## config.mk

```make
export PLATFORM = sky130hd
export DESIGN_NAME = packed_10bit_ir_frame_unpacker_unit
export DESIGN_NICKNAME = d
export VERILOG_FILES = /design/src/rtl/irunp_pkg.sv /design/src/rtl/irunp_front.sv /design/src/rtl/irunp_queue.sv /design/src/rtl/irunp_back.sv /design/src/rtl/irunp_fifo.sv /design/src/rtl/packed_10bit_ir_frame_unpacker_unit.sv
export SDC_FILE = /design/constraint.sdc
export NUM_CORES = 1
export LEC_CHECK = 0
export ABC_AREA = 1
export BUFFER_PORTS_ARGS = -buffer_cell sky130_fd_sc_hd__buf_2
export CORE_MARGIN = 5
export CORE_UTILIZATION = 50
export DETAILED_ROUTE_END_ITERATION = 10
export GPL_TIMING_DRIVEN = 0
export PLACE_DENSITY = 0.71
export SYNTH_ARGS = -nofsm -noshare
export SYNTH_HDL_FRONTEND = slang
export SYNTH_HIERARCHICAL = 1
export SYNTH_SLANG_ARGS = --single-unit
```

## constraint.sdc

```tcl
create_clock -name clk -period 4.7 [get_ports clk]
set_input_delay 0.47 -clock clk [delete_from_list [all_inputs] [get_ports clk]]
set_output_delay 0.47 -clock clk [all_outputs]
set_load 0.01 [all_outputs]
```

## src/rtl/irunp_pkg.sv

```systemverilog
// Shared types and constants for the packed 10-bit IR frame unpacker.
`default_nettype none
package irunp_pkg;

  localparam int GROUP_BYTES      = 5;
  localparam int PIXELS_PER_GROUP = 4;
  localparam int PIXEL_W          = 10;
  localparam int GRAY_W           = 8;
  localparam int BYTE_W           = 8;
  localparam int WORD_W           = GROUP_BYTES * BYTE_W;
  localparam int HELD_W           = (GROUP_BYTES - 1) * BYTE_W;
  localparam int HCNT_W           = 3;
  localparam int EXP_W            = 24;
  localparam int FB_W             = 24;
  localparam int COUNT_WIDTH_DFLT = 24;
  localparam int QUEUE_DEPTH      = 4;
  localparam int PIX_IDX_W        = 2;
  localparam int BYTES_GRAY16     = 2;
  localparam int BYTES_RGB24      = 3;

  localparam logic MODE_DATA = 1'b0;
  localparam logic MODE_EOF  = 1'b1;

  localparam logic FMT_GRAY16 = 1'b0;
  localparam logic FMT_RGB24  = 1'b1;

  localparam logic REG_OUTPUT_FORMAT = 1'b0;
  localparam logic REG_EXPECTED_SIZE = 1'b1;

  typedef struct packed {
    logic              is_status;
    logic [WORD_W-1:0] word;
    logic              fmt;
    logic              leftover;
    logic              size_err;
    logic [FB_W-1:0]   frame_bytes;
  } entry_t;

  typedef struct packed {
    logic               is_status;
    logic [PIXEL_W-1:0] pixel;
    logic [GRAY_W-1:0]  gray;
    logic               last;
    logic               leftover;
    logic               size_err;
    logic [FB_W-1:0]    frame_bytes;
  } result_t;

  typedef struct packed {
    logic full;
    logic empty;
  } qctl_t;

endpackage
`default_nettype wire

```

## src/rtl/irunp_front.sv

```systemverilog
// Front end: byte gathering, output byte count, frame status and configuration registers.
`default_nettype none
module irunp_front
  import irunp_pkg::*;
#(
  parameter int COUNT_WIDTH = COUNT_WIDTH_DFLT
) (
  input  wire logic              clk,
  input  wire logic              rst_n,
  input  wire logic              cfg_we,
  input  wire logic              cfg_index,
  input  wire logic [EXP_W-1:0]  cfg_wdata,
  input  wire logic              in_push,
  input  wire logic              in_mode,
  input  wire logic [BYTE_W-1:0] in_data_byte,
  input  wire logic              q_full,
  output logic                   in_full,
  output logic                   q_push,
  output entry_t                 q_entry
);

  localparam int CMP_W = (COUNT_WIDTH > EXP_W) ? COUNT_WIDTH : EXP_W;

  logic                   fmt_r;
  logic [EXP_W-1:0]       exp_r;
  logic [HELD_W-1:0]      held_r, held_nxt;
  logic [HCNT_W-1:0]      hcnt_r, hcnt_nxt;
  logic [COUNT_WIDTH-1:0] cnt_r, cnt_nxt;
  logic [COUNT_WIDTH:0]   sum;
  logic [CMP_W-1:0]       cnt_ext;
  logic [CMP_W-1:0]       exp_ext;
  logic                   accept;
  logic                   group_done;

  assign in_full    = q_full;
  assign accept     = in_push && !q_full;
  assign group_done = (hcnt_r == HCNT_W'(GROUP_BYTES - 1));
  assign q_push     = accept && ((in_mode == MODE_EOF) || group_done);

  assign cnt_ext = CMP_W'(cnt_r);
  assign exp_ext = CMP_W'(exp_r);

  always_comb begin
    if (fmt_r == FMT_RGB24) begin
      sum = {1'b0, cnt_r} + (COUNT_WIDTH+1)'(PIXELS_PER_GROUP * BYTES_RGB24);
    end else begin
      sum = {1'b0, cnt_r} + (COUNT_WIDTH+1)'(PIXELS_PER_GROUP * BYTES_GRAY16);
    end
  end

  always_comb begin
    q_entry.is_status   = (in_mode == MODE_EOF);
    q_entry.word        = {held_r, in_data_byte};
    q_entry.fmt         = fmt_r;
    q_entry.leftover    = (hcnt_r != '0);
    q_entry.size_err    = (cnt_ext != exp_ext);
    q_entry.frame_bytes = cnt_ext[FB_W-1:0];
  end

  always_comb begin
    held_nxt = held_r;
    hcnt_nxt = hcnt_r;
    cnt_nxt  = cnt_r;
    if (accept) begin
      if (in_mode == MODE_EOF) begin
        held_nxt = '0;
        hcnt_nxt = '0;
        cnt_nxt  = '0;
      end else if (group_done) begin
        held_nxt = '0;
        hcnt_nxt = '0;
        cnt_nxt  = sum[COUNT_WIDTH] ? '1 : sum[COUNT_WIDTH-1:0];
      end else begin
        held_nxt = {held_r[HELD_W-BYTE_W-1:0], in_data_byte};
        hcnt_nxt = hcnt_r + HCNT_W'(1);
      end
    end
  end

  always_ff @(posedge clk) begin
    if (!rst_n) begin
      fmt_r  <= FMT_GRAY16;
      exp_r  <= '0;
      held_r <= '0;
      hcnt_r <= '0;
      cnt_r  <= '0;
    end else begin
      held_r <= held_nxt;
      hcnt_r <= hcnt_nxt;
      cnt_r  <= cnt_nxt;
      if (cfg_we) begin
        case (cfg_index)
          REG_OUTPUT_FORMAT: fmt_r <= cfg_wdata[0];
          REG_EXPECTED_SIZE: exp_r <= cfg_wdata;
          default:           exp_r <= exp_r;
        endcase
      end
    end
  end

endmodule
`default_nettype wire

```

## src/rtl/irunp_queue.sv

```systemverilog
// Short entry queue between the front end and the pixel emitter.
`default_nettype none
module irunp_queue
  import irunp_pkg::*;
#(
  parameter int DEPTH = QUEUE_DEPTH
) (
  input  wire logic   clk,
  input  wire logic   rst_n,
  input  wire logic   push,
  input  wire entry_t wr_entry,
  input  wire logic   pop,
  output entry_t      rd_entry,
  output logic        full,
  output logic        empty
);

  qctl_t stat;

  irunp_fifo #(
    .DEPTH (DEPTH)
  ) u_fifo (
    .clk      (clk),
    .rst_n    (rst_n),
    .push     (push),
    .wr_entry (wr_entry),
    .pop      (pop),
    .rd_entry (rd_entry),
    .status   (stat)
  );

  assign full  = stat.full;
  assign empty = stat.empty;

endmodule
`default_nettype wire

```

## src/rtl/irunp_back.sv

```systemverilog
// Back end: splits queued groups into pixel results and holds the output register.
`default_nettype none
module irunp_back
  import irunp_pkg::*;
(
  input  wire logic   clk,
  input  wire logic   rst_n,
  input  wire logic   q_empty,
  input  wire entry_t q_entry,
  input  wire logic   out_pop,
  output logic        q_pop,
  output logic        out_empty,
  output result_t     out_res
);

  logic                 vld_r, vld_nxt;
  logic [PIX_IDX_W-1:0] idx_r, idx_nxt;
  result_t              res_r;
  result_t              res_nxt;
  logic                 adv;
  logic                 load;
  logic [PIXEL_W-1:0]   pix;
  logic                 last_pix;

  assign adv       = !vld_r || out_pop;
  assign load      = adv && !q_empty;
  assign last_pix  = (idx_r == PIX_IDX_W'(PIXELS_PER_GROUP - 1));
  assign q_pop     = load && (q_entry.is_status || last_pix);
  assign out_empty = !vld_r;
  assign out_res   = res_r;

  always_comb begin
    case (idx_r)
      2'd0:    pix = q_entry.word[WORD_W-1 -: PIXEL_W];
      2'd1:    pix = q_entry.word[WORD_W-1-PIXEL_W -: PIXEL_W];
      2'd2:    pix = q_entry.word[WORD_W-1-2*PIXEL_W -: PIXEL_W];
      default: pix = q_entry.word[PIXEL_W-1:0];
    endcase
  end

  always_comb begin
    res_nxt.is_status = q_entry.is_status;
    if (q_entry.is_status) begin
      res_nxt.pixel       = '0;
      res_nxt.gray        = '0;
      res_nxt.last        = 1'b1;
      res_nxt.leftover    = q_entry.leftover;
      res_nxt.size_err    = q_entry.size_err;
      res_nxt.frame_bytes = q_entry.frame_bytes;
    end else begin
      res_nxt.pixel       = pix;
      res_nxt.gray        = (q_entry.fmt == FMT_RGB24) ? pix[PIXEL_W-1 -: GRAY_W] : '0;
      res_nxt.last        = last_pix;
      res_nxt.leftover    = 1'b0;
      res_nxt.size_err    = 1'b0;
      res_nxt.frame_bytes = '0;
    end
  end

  always_comb begin
    vld_nxt = vld_r;
    idx_nxt = idx_r;
    if (adv) begin
      vld_nxt = !q_empty;
    end
    if (load) begin
      idx_nxt = q_pop ? '0 : idx_r + PIX_IDX_W'(1);
    end
  end

  always_ff @(posedge clk) begin
    if (!rst_n) begin
      vld_r <= 1'b0;
      idx_r <= '0;
    end else begin
      vld_r <= vld_nxt;
      idx_r <= idx_nxt;
    end
  end

  always_ff @(posedge clk) begin
    if (load) begin
      res_r <= res_nxt;
    end
  end

endmodule
`default_nettype wire

```

## src/rtl/irunp_fifo.sv

```systemverilog
// Small first-in first-out store of front-end entries.
`default_nettype none
module irunp_fifo
  import irunp_pkg::*;
#(
  parameter int DEPTH = QUEUE_DEPTH
) (
  input  wire logic   clk,
  input  wire logic   rst_n,
  input  wire logic   push,
  input  wire entry_t wr_entry,
  input  wire logic   pop,
  output entry_t      rd_entry,
  output qctl_t       status
);

  localparam int PTR_W = (DEPTH > 1) ? $clog2(DEPTH) : 1;
  localparam int CNT_W = $clog2(DEPTH + 1);

  entry_t             mem [DEPTH];
  logic [PTR_W-1:0]   wp_r, wp_nxt;
  logic [PTR_W-1:0]   rp_r, rp_nxt;
  logic [CNT_W-1:0]   cnt_r, cnt_nxt;
  logic               do_push;
  logic               do_pop;

  assign status.full  = (cnt_r == CNT_W'(DEPTH));
  assign status.empty = (cnt_r == '0);
  assign do_push      = push && !status.full;
  assign do_pop       = pop && !status.empty;
  assign rd_entry     = mem[rp_r];

  always_comb begin
    wp_nxt  = wp_r;
    rp_nxt  = rp_r;
    cnt_nxt = cnt_r;
    if (do_push) begin
      wp_nxt = (wp_r == PTR_W'(DEPTH - 1)) ? '0 : wp_r + PTR_W'(1);
    end
    if (do_pop) begin
      rp_nxt = (rp_r == PTR_W'(DEPTH - 1)) ? '0 : rp_r + PTR_W'(1);
    end
    if (do_push && !do_pop) begin
      cnt_nxt = cnt_r + CNT_W'(1);
    end else if (do_pop && !do_push) begin
      cnt_nxt = cnt_r - CNT_W'(1);
    end
  end

  always_ff @(posedge clk) begin
    if (!rst_n) begin
      wp_r  <= '0;
      rp_r  <= '0;
      cnt_r <= '0;
    end else begin
      wp_r  <= wp_nxt;
      rp_r  <= rp_nxt;
      cnt_r <= cnt_nxt;
    end
  end

  always_ff @(posedge clk) begin
    if (do_push) begin
      mem[wp_r] <= wr_entry;
    end
  end

endmodule
`default_nettype wire

```

## src/rtl/packed_10bit_ir_frame_unpacker_unit.sv

```systemverilog
// Top level of the packed 10-bit IR frame unpacker.
//
// Input queue port: present a byte (in_mode low) or an end-of-frame marker
// (in_mode high) with in_push; the transfer happens on a clock edge with
// in_push high and in_full low. One transfer per cycle is sustained while in_full stays low.
// Every fifth data byte completes a 40-bit group that yields four 10-bit
// pixels, most significant bits first; the fourth carries out_last. An
// end-of-frame marker yields one status result with out_last set, then
// clears the held bytes and the output byte count.
// Result queue port: the oldest result is on the out_ ports while out_empty
// is low; pop it with out_pop. The first result passes through the group
// queue and then the output register. Pixels drain at one per cycle while
// out_pop stays high, so four pixels per five input bytes keep up with input.
// A stalled receiver fills the output register and then the four-entry
// group queue; in_full then rises until results are popped.
// Reset (rst_n low, synchronous) empties both queues, clears the held
// bytes and count, and sets the format to gray16 and expected size to 0.
// Write cfg_ registers only while the block is idle.
`default_nettype none
module packed_10bit_ir_frame_unpacker_unit
  import irunp_pkg::*;
#(
  parameter int COUNT_WIDTH = COUNT_WIDTH_DFLT
) (
  input  wire logic              clk,
  input  wire logic              rst_n,
  input  wire logic              cfg_we,
  input  wire logic              cfg_index,
  input  wire logic [EXP_W-1:0]  cfg_wdata,
  input  wire logic              in_push,
  input  wire logic              in_mode,
  input  wire logic [BYTE_W-1:0] in_data_byte,
  output logic                   in_full,
  input  wire logic              out_pop,
  output logic                   out_empty,
  output logic                   out_is_status,
  output logic [PIXEL_W-1:0]     out_pixel_value,
  output logic [GRAY_W-1:0]      out_red,
  output logic [GRAY_W-1:0]      out_green,
  output logic [GRAY_W-1:0]      out_blue,
  output logic                   out_last,
  output logic                   out_leftover_error,
  output logic                   out_size_error,
  output logic [FB_W-1:0]        out_frame_bytes
);

  entry_t  f_entry;
  entry_t  q_head;
  logic    q_full;
  logic    q_empty;
  logic    f_push;
  logic    b_pop;
  result_t res;

  irunp_front #(
    .COUNT_WIDTH (COUNT_WIDTH)
  ) u_front (
    .clk          (clk),
    .rst_n        (rst_n),
    .cfg_we       (cfg_we),
    .cfg_index    (cfg_index),
    .cfg_wdata    (cfg_wdata),
    .in_push      (in_push),
    .in_mode      (in_mode),
    .in_data_byte (in_data_byte),
    .q_full       (q_full),
    .in_full      (in_full),
    .q_push       (f_push),
    .q_entry      (f_entry)
  );

  irunp_queue #(
    .DEPTH (QUEUE_DEPTH)
  ) u_queue (
    .clk      (clk),
    .rst_n    (rst_n),
    .push     (f_push),
    .wr_entry (f_entry),
    .pop      (b_pop),
    .rd_entry (q_head),
    .full     (q_full),
    .empty    (q_empty)
  );

  irunp_back u_back (
    .clk       (clk),
    .rst_n     (rst_n),
    .q_empty   (q_empty),
    .q_entry   (q_head),
    .out_pop   (out_pop),
    .q_pop     (b_pop),
    .out_empty (out_empty),
    .out_res   (res)
  );

  assign out_is_status      = res.is_status;
  assign out_pixel_value    = res.pixel;
  assign out_red            = res.gray;
  assign out_green          = res.gray;
  assign out_blue           = res.gray;
  assign out_last           = res.last;
  assign out_leftover_error = res.leftover;
  assign out_size_error     = res.size_err;
  assign out_frame_bytes    = res.frame_bytes;

endmodule
`default_nettype wire
```

-- Word level (Yosys, flattened, before mapping)
Memories as Yosys holds them, arrays and structs flattened. A register that Yosys moved wholly into a read port is not among the register bits.
Cells that the tools add are included.
- register bits: 140
- memory bits (writable): 272
- bits of input ports: 39
- output and inout port bits: 64
- logic and storage cells: 79
- memories kept: 1
- memory list (memory ; words ; width ; rd ports ; clocked after memory_dff ; write ports ; line ; source):
    u_queue.u_fifo.mem ; 4 ; 68 ; 1 ; 1 ; 1 ; irunp_fifo.sv:20 ; entry_t mem [DEPTH];
- add/sub/neg operators: 8
- equality and inequality tests: 8
- mux-type cells: 18
- bitwise logic cells: 2
- reductions and logical operators: 25
- operators with widths (cell ; count):
    two-way mux 24 bit ; 3
    two-way mux 32 bit ; 2
    adder 24 x 4 -> 25 bit, second input constant ; 2
    case mux 10 bit (3 select lines) ; 1
    two-way mux 25 bit ; 1
    != test 24 bit ; 1
    two-way mux 3 bit ; 4
    two-way mux 2 bit ; 5
    == test 2 bit, second input constant ; 4
    logical AND 1 bit ; 8
    adder 2 x 1 -> 2 bit, second input constant ; 3
    adder 3 x 1 -> 3 bit, second input constant ; 2
    == test 3 bit, second input constant ; 2
    AND reduction 2 bit ; 3
    zero test 1 bit ; 5
    nonzero test 2 bit ; 2
    zero test 3 bit ; 1
    logical OR 1 bit ; 3
    nonzero test 3 bit ; 1
    subtractor 3 x 1 -> 3 bit, second input constant ; 1
    == test 2 x 1 -> 1 bit, second input constant ; 1
    zero test 2 bit ; 1
    two-way mux 1 bit ; 2
    inverter 1 bit ; 2
    OR reduction 2 bit ; 1

-- Longest topological paths before layout
Gate-level depths: netlist of the first run.
- depth in word-level cells: 9
- gate-level depth with buffers: 20
- mapped depth without buffers: 17

-- Cells and area by module
The synthesis of the first run kept the hierarchy.
- by module, submodules not included (module ; instances ; cells an instance ; area each (um^2) ; sequential area each (um^2)):
    irunp_fifo ; 1 ; 729 ; 10557.6 ; 8348.0
    irunp_front ; 1 ; 602 ; 4171.5 ; 1661.6
    irunp_back ; 1 ; 226 ; 2199.6 ; 1441.4
    packed_10bit_ir_frame_unpacker_unit ; 1 ; 16 ; 120.1 ; 0.0

-- Worst setup path after synthesis of the first run
OpenSTA, ideal clock, no wires.
- path type: register to register
- start point: register u_queue.u_fifo.cnt_r[1]
- end point: memory u_queue/u_fifo/mem[0][0] in the netlist's numbering (enable)
- setup time: 0.495 ns
- arrival: 4.014 ns
- data required time: 4.205 ns
- path slack: 0.192 ns
- stages on the path, launching flop included: 9
- buffers on the path: 0
- period minus slack after synthesis: 4.508 ns
- path through: dfxtp_1 nor2_1 nand2_1 inv_1 nor2_4 nand2_2 inv_1 nand2_1 nor2_1
- longest elaborated chain between the ends: 7
- ends and longest elaborated chain (element ; line ; source):
    from (decl) ; irunp_fifo.sv:23 ; logic [CNT_W-1:0] cnt_r, cnt_nxt;
    from (signal assigned) ; irunp_fifo.sv:58 ; cnt_r <= cnt_nxt;
    == test 3 bit ; irunp_fifo.sv:27 ; assign status.full = (cnt_r == CNT_W'(DEPTH));
    via q_full ; packed_10bit_ir_frame_unpacker_unit.sv:49 ; logic q_full;
    zero test 1 bit ; irunp_front.sv:36 ; assign accept = in_push && !q_full;
    logical AND 1 bit ; irunp_front.sv:36 ;
    logical AND 1 bit ; irunp_front.sv:38 ; assign q_push = accept && ((in_mode == MODE_EOF) || group_done);
    via f_push ; packed_10bit_ir_frame_unpacker_unit.sv:51 ; logic f_push;
    logical AND 1 bit ; irunp_fifo.sv:29 ; assign do_push = push && !status.full;
    two-way mux 1 bit ; irunp_fifo.sv:63 ; if (do_push) begin
    two-way mux 1 bit (not written as such) ; irunp_fifo.sv:64 ; mem[wp_r] <= wr_entry;
    to (decl) ; irunp_fifo.sv:20 ;
The timed path passes the listed nets, and every way through them passes these cells.

-- Worst setup path in the final report of the first run
- start point: register u_queue.u_fifo.cnt_r[1]
- end point: memory u_queue/u_fifo/mem[1][58] in the netlist's numbering (enable)
The elaborated chain is that of the path after synthesis.

==> results of run 1 <==
[state kept, by name, indices dropped and copies added, names as in the netlist, named ones only]
register,count
u_front/exp_ext,24
u_front/hcnt_r,3
u_back/idx_r,2
u_queue/u_fifo/wp_r,2
u_back/out_res,46
u_back/vld_r,1
u_queue/u_fifo/cnt_r,3
u_queue/u_fifo/rp_r,2
u_queue/u_fifo/mem,272
u_front/cnt_ext,23
u_front/held_r,32
u_front/fmt_r,1
[worst max path at each step]
stage / startpoint / endpoint / slack, ps / cells past startpoint
floorplan: u_queue/u_fifo/cnt_r[1] / u_queue/u_fifo/mem[0][0] / 190 / 8
global placement: u_queue/u_fifo/cnt_r[1] / u_queue/u_fifo/mem[3][22] / -2590 / 8
detailed placement: u_queue/u_fifo/cnt_r[0] / u_queue/u_fifo/mem[1][31] / 1360 / 10
CTS: u_queue/u_fifo/cnt_r[1] / u_queue/u_fifo/mem[1][58] / 1310 / 10
global route: u_queue/u_fifo/cnt_r[1] / u_queue/u_fifo/mem[1][31] / 1140 / 10
finish: u_queue/u_fifo/cnt_r[1] / u_queue/u_fifo/mem[1][58] / 1310 / 10
[final cells by class]
| cell class | count | area [um2] | share of cell area, % |
|---|---|---|---|
| Timing Repair Buffer | 112 | 718.2 | 3.643 |
| Inverter | 115 | 439.2 | 2.227 |
| Tap cell | 448 | 560.5 | 2.843 |
| Multi-Input combinational cell | 943 | 4548 | 23.07 |
| Buffer | 102 | 640.6 | 3.249 |
| Clock buffer | 60 | 1200 | 6.086 |
| Sequential cell | 413 | 11450 | 58.08 |
| Clock inverter | 17 | 158.9 | 0.8059 |
[critical path, cell delays in order, from the launching register on]
cell and delay [ps]:
dfxtp_1 380, nor2_1 80, nand2_1 130, inv_1 100, nor2_4 340, nand2_2 150, inv_1 220, nand2_1 320
nor2_4 820, buf_12 290, buf_12 220
[synthesized netlist by cell type (3+ instances only)]
master / n / area [um2]
o22ai_1: 68 / 425.4
nor3_1: 32 / 160.2
inv_1: 104 / 390.4
nand3b_1: 3 / 22.52
nand4_1: 9 / 56.30
buf_6: 12 / 135.1
dfxtp_1: 95 / 1902
nor2_4: 3 / 33.78
clkbuf_2: 9 / 45.04
buf_4: 32 / 240.2
o21ai_1: 5 / 25.02
clkinv_1: 3 / 11.26
nand2_1: 235 / 882.1
o21ai_0: 177 / 885.9
xnor2_1: 21 / 183.9
inv_2: 6 / 22.52
edfxtp_1: 318 / 9549
ha_1: 15 / 187.7
or2_2: 3 / 18.77
buf_2: 23 / 115.1
nor2_1: 295 / 1107
a211oi_1: 17 / 127.6
nand3_1: 33 / 165.2
clkbuf_1: 22 / 82.58
nand2_2: 4 / 25.02
a21oi_1: 9 / 45.04
[metal layers]
layer	wire length (um)	global-route usage, %	vias to the layer above
met2	18970	33.62	536
met5	0	0	-
met4	974	6.224	0
met1	17570	30.02	5661
met3	3203	2.978	82
li1	-	-	5688
[power by group]
group / switching, uW / leakage [uW] / internal (uW)
combinational: 2230 / 0.00343 / 1130
sequential: 230 / 0.00378 / 4610
clock: 1320 / 0.000658 / 1940
[through the flow]
stage | hold WS (ps) | TNS (ps) | setup slack, ps
6_report | 197.7 | 0 | 1311
5_1_grt | 215.9 | 0 | 1139
4_1_cts | 172.6 | 0 | 1314
3_5_place_dp | 484.4 | 0 | 1364
3_3_place_gp | 462.0 | -676210 | -2594
2_1_floorplan | 452.2 | 0 | 191.8
[cells by family (layout without fill, tap and decap cells)]
| group | count (synthesis) | count (layout) |
|---|---|---|
| AO/OA/AOI/OAI | 280 | 280 |
| XOR/XNOR | 23 | 23 |
| adder cells (fa/ha/maj) | 16 | 16 |
| buffers and inverters | 217 | 406 |
| flip-flops | 413 | 413 |
| AND/OR/NAND/NOR | 624 | 624 |
==> reports/metrics.yaml, run 1 <==
h-tree-depth: 2
drv_cap: 0
dieHeight_um: 194.7
wl_um: 40710
synth_top_family_by_area: "simple AND/OR/NAND/NOR gates"
dp_cells: 2133
setup_violations: 0
fin_util_pct: 58.65
clockBufferDepth: 3
rows: 67
grt_max_degree: 41
drcViolationCount: 0
place_area_um2: 18360
power.density_nw_per_um2: 581.2
synth_cell_types: 42
synth_adder_area_share_pct: 1.218
worst_pin_slew_ps: 952.0
netlist_instances: 1573
dp_hpwl_um: 27200
grt_pass1_vias: 11530
rsz0062_at_grt: "no"
peakVddDrop_uv: 354.9
min_to: "u_front/exp_ext[20]"
drive_above_1_share_pct: 15.83
startpoint_type: "register"
io_buffers: 102
worstRegToRegCells: 10
clock_sinks: 413
worstHoldPathType: "in -> reg"
synthMuxAreaShare_pct: 0
post_cts_buffers: 0
ys_seq_area_share_pct: 67.17
r2r_slack_ps: 1310
crit_type: "reg -> reg"
status: "completed"
globalRoute.totalOverflow: 0
endpoint_kind: "register"
synth-simple-area-share_pct: 15.04
fmax_mhz: 295.0
initial_utilization_pct: 50.72
grt_pass1_wl_um: 63310
dieArea_um2: 37890
fp.dieW_um: 194.7
antenna_found_initial: 0
wire_per_inst_um: 18.42
ant_nets: 0
whs_path_depth: 3
fin_area_um2: 19720
fin_skew_ps: 11.48
via_count: 11970
synth_flop_cell: "edfxtp_1"
avgSynthCellArea_um2: 10.84
slew_violations: 0
slew_headroom_pct: 36.38
cp.required_ps: 4920
ys_ff_latch: 413
io_pins: 103
cp_max_fo: 27
fin_crit_sh_pct: 72.12
async_reset_ff_share_pct: 0
place_congestion: 0.9104
synth_area_um2: 17050
final_cell_mix: "edfxtp_1, nor2_1, nand2_1"
reg2reg_from: "u_queue/u_fifo/cnt_r[1]"
final_common_cell: "edfxtp_1"
clkTransAtPathRegs_ps: 60
cts_buffers: 42
syn2layout_area_growth_pct: 15.65
drt-initial-drc-count: 1178
synth_compound_area_share_pct: 9.064
cts_root_buf: "clkbuf_16"
grt_use_total_pct: 20.94
core_um2: 33620
stdcell_count: 2210
n_fill_cell: 2739
cts_tree: "yes"
hp-start: "cfg_wdata[20]"
final-hold-violation-count: 0
hold_buffers: 0
ys_warn_count: 6
synth_nets: 1628
synth-edff-count: 318
cp.arrival_ps: 3610
finalPower_uw: 11460
diodes: 0
clk_latency_ps: 530
viasPerCell: 5.415
min_period_ps: 3389
r2r_end: "u_queue/u_fifo/mem[1][58]"
cts_resized: 0
synthXorXnorAreaFrac_pct: 1.182
p_leak_uw: 0.007866
num-nets-final: 1784
drt_first_pass_iters: 5
Note: power is estimated with default switching activity, not from simulation.
==> run 2: changes to the inputs <==
- clock period: 4.7 -> 3.06 ns (I/O delays scaled with it)
==> run 2 against run 1 <==
  * Die area stayed put
  * Combinational power is 56% higher
  * Final cell count is 0.32% higher
  * Non-clock buffer count is 6 higher
  * Core utilization is 0.42 points higher
  * First-iteration DRC count is 4.2% lower
  * Critical endpoint is now u_queue/u_fifo/cnt_r[2]
  * Register-to-register slack worse by 1100 ps
  * Highest routed layer unchanged
==> reports/metrics.yaml, run 2 (synthesis results as in run 1) <==
wl_um: 40870  # +0.39%
drt_first_pass_iters: 5  # unchanged
io_buffers: 102  # unchanged
crit_type: "reg -> reg"
grt_pass1_vias: 11560  # +0.23%
top_register: "u_queue/u_fifo/mem"
wire_per_inst_um: 18.44  # about the same
via_count: 11940  # -0.21%
final_common_cell: "edfxtp_1"
status: "completed"
endpoint_kind: "register"
viasPerCell: 5.387  # -0.52%
stdcell_count: 2217  # +0.32%
startpoint_type: "register"
num-nets-final: 1791  # +0.39%
clk_latency_ps: 530  # about the same
worstHoldPathType: "in -> reg"
fin_tns_setup_ps: 0  # unchanged
ff_latch_area_um2: 11450  # about the same
fin_skew_ps: 19.10  # +7.613 ps
io_pins: 103  # unchanged
crit_chain: "buf_8 > inv_6 > buf_4 > o21ai_1 > o22ai_2 > buf_6 > inv_4 > nand2_4 > nand3_1 > inv_1 > nand2_2 > ha_1 > inv_1 > fa_1 > inv_1 > nand2_1 > nand3_1 > nand2_1 > inv_1 > nor2_1"
globalRoute.totalOverflow: 0  # unchanged
setup_violations: 0  # unchanged
n_fill_cell: 2670  # -2.5%
grt_pass1_wl_um: 63420  # +0.17%
peakVddDrop_uv: 681.2  # +92%
crit_top_cell: "inv_1"
fmax_mhz: 347.8  # +18%
fp.dieW_um: 194.7  # unchanged
cp.arrival_ps: 3290  # -320 ps
cts_buffers: 42  # unchanged
clkTransAtPathRegs_ps: 60  # about the same
critPathCapture: "u_queue/u_fifo/cnt_r[2]"
min_period_ps: 2875  # -514.7 ps
hold_buffers: 0  # unchanged
p_leak_uw: 0.007943  # +0.97%
place_congestion: 0.8970  # -1.5%
initial_utilization_pct: 50.72  # unchanged
grt_max_degree: 41  # unchanged
final-hold-violation-count: 0  # unchanged
slowest_delay_ps: 380  # -440 ps
drcViolationCount: 0  # unchanged
dieHeight_um: 194.7  # unchanged
drt-initial-drc-count: 1129  # -4.2%
core_um2: 33620  # unchanged
worst_pin_slew_ps: 855.1  # -96.90 ps
cts_root_buf: "clkbuf_16"
dieArea_um2: 37890  # unchanged
slew_violations: 0  # unchanged
crit_slowest_cell: "dfxtp_1"
antenna_found_initial: 0  # unchanged
grt_use_total_pct: 21.03  # +0.094 points
cts_tree: "yes"
cp_max_fo: 10  # -63%
r2r_end: "u_queue/u_fifo/cnt_r[2]"
rsz0062_at_grt: "no"
dp_cells: 2132  # -0.047%
drv_cap: 0  # unchanged
slew_headroom_pct: 42.86  # +6.5 points
worstRegToRegCells: 20  # +10
syn2layout_area_growth_pct: 16.48
cp.required_ps: 3480  # -1440 ps
ant_nets: 0  # unchanged
diodes: 0  # unchanged
finalPower_uw: 17940  # +57%
power.density_nw_per_um2: 903.6  # +55%
dp_hpwl_um: 27470  # +0.99%
multi_input_area_um2: 4578  # +0.66%
final_cell_mix: "edfxtp_1, nor2_1, nand2_1"
clock_sinks: 413  # unchanged
h-tree-depth: 2  # unchanged
r2r_slack_ps: 190  # -1130 ps
fin_crit_sh_pct: 93.95  # +22 points
drive_above_1_share_pct: 17.07  # +1.2 points
largest_reg_flops: 272  # unchanged
clockBufferDepth: 3  # unchanged
rows: 67  # unchanged
run 2: cell count changes in the layout (fill, tap and decap cells not counted), moves of 2 or more:
cell and delta:
clkinvlp_4 +2, clkinv_2 +8, nand2_4 +2, nand2_1 -3
buf_4 +9, clkbuf_1 -7, buf_2 -2, clkinv_1 -3
clkbuf_8 -5, bufinv_16 +4
run 2: metal layers:
metal | global-route usage, % | share of wire (%) | vias up
met5 | 0 | 0 | -
met4 | 6.094 | 2.4 | 0
met3 | 4.103 | 9.0 | 77
li1 | - | - | 5694
met1 | 29.88 | 43 | 5651
met2 | 33.32 | 46 | 520
run 2: timing repair:
action | in CTS | in global routing
buffers inserted | 1 | 6
endpoints found under the setup margin | 78 | 144
resized for setup | 6 | 9
pin swaps | 1 | 2
gates cloned | 1 | 0
run 2: worst min path at each step:
stage,start,to,slack (ps),cells past startpoint
2_1_floorplan,rst_n,u_back/idx_r[1],430,2
3_3_place_gp,u_front/hcnt_r[2],u_front/hcnt_r[2],460,2
3_5_place_dp,u_front/hcnt_r[1],u_front/hcnt_r[1],490,2
4_1_cts,cfg_wdata[21],u_front/exp_ext[21],10,3
5_1_grt,cfg_wdata[3],u_front/exp_ext[3],40,3
6_report,cfg_wdata[21],u_front/exp_ext[21],30,3
run 2: cell type report:
| class | count | share of cell area, % |
|---|---|---|
| Sequential cell | 413 | 57.67 |
| Timing Repair Buffer | 118 | 3.743 |
| Clock inverter | 28 | 1.626 |
| Buffer | 102 | 3.289 |
| Clock buffer | 49 | 5.582 |
| Inverter | 115 | 2.212 |
| Multi-Input combinational cell | 944 | 23.05 |
| Tap cell | 448 | 2.823 |
run 2: where the power goes:
part	internal [uW]	switching [uW]	leakage, uW	total [uW]
clock	3190	2060	0.000698	5250
combinational	1800	3450	0.00346	5250
sequential	7090	354	0.00378	7440
total	12100	5870	0.00794	17900
run 2: per-stage QoR:
| stage | area [um2] | setup slack, ps | hold slack (ps) | util [%] |
|---|---|---|---|---|
| after floorplan | 17060 | -354.4 | 426.5 | - |
| after global placement | 18130 | -2208 | 462.7 | 53.93 |
| after detailed placement | 18330 | -256.2 | 492.6 | 54.53 |
| after CTS | 19790 | 20.72 | 11.72 | 58.88 |
| after global routing | 19860 | 47.27 | 43.35 | 59.07 |
| final | 19860 | 185.2 | 25.95 | 59.07 |
run 2: critical path, delay by kind of cell, from the launching register on:
family,cells,cell delay [ps]
AOI/OAI and AO/OA,2,330
DFF,1,380
adders and majority gates,2,550
buffers and inverters,9,940
and+or+nand+nor,7,540
==> run 3: changes to the inputs <==
- PLACE_DENSITY: 0.71 -> 0.69
- clock period: 3.06 -> 3.55 ns (I/O delays scaled with it)
==> run 3 against run 2 <==
  * Clock-buffer cell count increased by 1
  * Clock skew increased by 12 ps
  * Worst setup slack improved by 100 ps
  * Wire length decreased by 0.31%
  * Critical path depth decreased by 10
  * Sequential power decreased by 14%
  * Clock power decreased by 12%
  * Final cell count decreased by 0.36%
  * Power decreased by 14%
  * Core utilization decreased by 0.16 points
  * Combinational power decreased by 15%
  * Design area decreased by 0.28%
  * Critical endpoint is now u_queue/u_fifo/mem[2][29]
==> reports/metrics.yaml, run 3 (synthesis results as in run 1) <==
dieHeight_um: 194.7  # unchanged
via_count: 11890  # -0.42%
dp_cells: 2132  # unchanged
wl_met1_um: 18020  # +3.4%
setup_violations: 0  # unchanged
status: "completed"
final_common_cell: "edfxtp_1"
cts_buffers: 42  # unchanged
rsz0062_at_grt: "no"
whs_path_depth: 3  # unchanged
worstHoldPathType: "in -> reg"
syn2layout_area_growth_pct: 16.15
slew_headroom_pct: 41.31  # -1.5 points
viasPerCell: 5.383  # about the same
dp_hpwl_um: 27210  # -0.93%
hold_ws_ps: 94.18  # +68.23 ps
top_layer_used: "met4"
fmax_mhz: 306.7  # -12%
wl_met3_um: 3086  # -16%
h-tree-depth: 2  # unchanged
globalRoute.totalOverflow: 0  # unchanged
worstRegToRegCells: 10  # -50%
core_um2: 33620  # unchanged
top_register: "u_queue/u_fifo/mem"
drcViolationCount: 0  # unchanged
finalPower_uw: 15490  # -14%
grt_pass1_vias: 11390  # -1.5%
worst_pin_slew_ps: 878.3  # +23.18 ps
drt-initial-drc-count: 1070  # -5.2%
final_cell_mix: "edfxtp_1, nor2_1, nand2_1"
power.density_nw_per_um2: 782.3  # -13%
reg2reg_from: "u_queue/u_fifo/cnt_r[0]"
peakVddDrop_uv: 448.3  # -34%
cts_tree: "yes"
largest_reg_flops: 272  # unchanged
num-nets-final: 1783  # -0.45%
min_to: "u_front/exp_ext[3]"
cp_max_fo: 26  # +16
p_leak_uw: 0.007908  # -0.44%
clock_sinks: 413  # unchanged
dieArea_um2: 37890  # unchanged
min_period_ps: 3261  # +385.7 ps
hp-start: "cfg_wdata[3]"
drive_above_1_share_pct: 16.30  # -0.77 points
io_pins: 103  # unchanged
grt_pass1_wl_um: 62560  # -1.4%
fin_skew_ps: 31.29  # +12.19 ps
cp.arrival_ps: 3480  # +190 ps
r2r_end: "u_queue/u_fifo/mem[2][29]"
r2r_slack_ps: 290  # +100 ps
rows: 67  # unchanged
cp.required_ps: 3770  # +290 ps
drv_cap: 0  # unchanged
drt_first_pass_iters: 6  # +1
clk_latency_ps: 540  # about the same
startpoint_type: "register"
endpoint_kind: "register"
n_fill_cell: 2701  # +1.2%
clockBufferDepth: 3  # unchanged
final-hold-violation-count: 0  # unchanged
clkTransAtPathRegs_ps: 60  # about the same
grt_max_degree: 41  # unchanged
fin_crit_sh_pct: 91.85  # -2.1 points
crit_type: "reg -> reg"
fp.dieW_um: 194.7  # unchanged
diodes: 0  # unchanged
cts_root_buf: "clkbuf_16"
initial_utilization_pct: 50.72  # unchanged
place_congestion: 0.9018  # +0.54%
route.met2.wl_um: 18730  # -0.42%
ant_nets: 0  # unchanged
wl_um: 40750  # -0.31%
post_cts_buffers: 0  # -1
hold_buffers: 0  # unchanged
antenna_found_initial: 1  # +1
grt_use_total_pct: 20.73  # -0.30 points
slew_violations: 0  # unchanged
stdcell_count: 2209  # -0.36%
wire_per_inst_um: 18.45  # about the same
io_buffers: 102  # unchanged
## run 3: how the worst max path moves through the flow
stage / from / endpoint / depth (start not counted)
after floorplan: u_queue/u_fifo/cnt_r[1] / u_queue/u_fifo/mem[0][0] / 8
after global placement: u_queue/u_fifo/cnt_r[1] / u_queue/u_fifo/mem[3][23] / 8
after detailed placement: register / u_queue/u_fifo/cnt_r[1] / 14
after CTS: register / u_queue/u_fifo/cnt_r[1] / 14
after global routing: register / u_queue/u_fifo/cnt_r[1] / 16
final: u_queue/u_fifo/cnt_r[0] / u_queue/u_fifo/mem[2][29] / 10
## run 3: repair_timing
| action | CTS | global route |
|---|---|---|
| resized for setup | 0 | 3 |
| setup endpoints to repair | 0 | 1 |
| hold endpoints to repair | 0 | 0 |
## run 3: routing by layer
layer | vias to the layer above | GRT usage (%)
li1 | 5675 | -
met1 | 5683 | 30.35
met2 | 460 | 32.35
met3 | 74 | 3.047
met4 | 0 | 6.536
met5 | - | 0
## run 3: report_power, final
part / switching [uW] / total, uW / internal (uW)
Combinational: 2960 / 4450 / 1490
Clock: 1790 / 4630 / 2830
Sequential: 304 / 6410 / 6110
Total: 5060 / 15500 / 10400
## run 3: per-stage QoR
stage                     setup TNS [ps]  setup slack, ps  area [um2]  util [%]
after floorplan                  -260630           -958.2       17050         -
after CTS                              0            189.0       19800     58.89
after global routing                   0            80.33       19800     58.91
after global placement           -994530            -3705       18120     53.90
after detailed placement               0            237.2       18330     54.53
final                                  0            289.4       19800     58.91
## run 3: cell type report
type                    count  area (um2)  area share (%)
plain buffers             102       641.9           3.241
clock buffers              50        1112           5.617
clock inverters            27       352.8           1.782
inverters                 115       439.2           2.218
multi-input cells         943        4554           23.00
flip-flops and latches    413       11450           57.83
well taps                 448       560.5           2.831
repair buffers            111       690.7           3.488
## run 3: critical path, stage by stage, from the launching register on
cell and delay (ps):
dfxtp_1 390, nor2_1 80, nand2_1 130, inv_1 100, nor2_4 290, nand2_2 160, inv_1 190, nand2_1 300
nor2_4 760, buf_12 290, buf_12 210
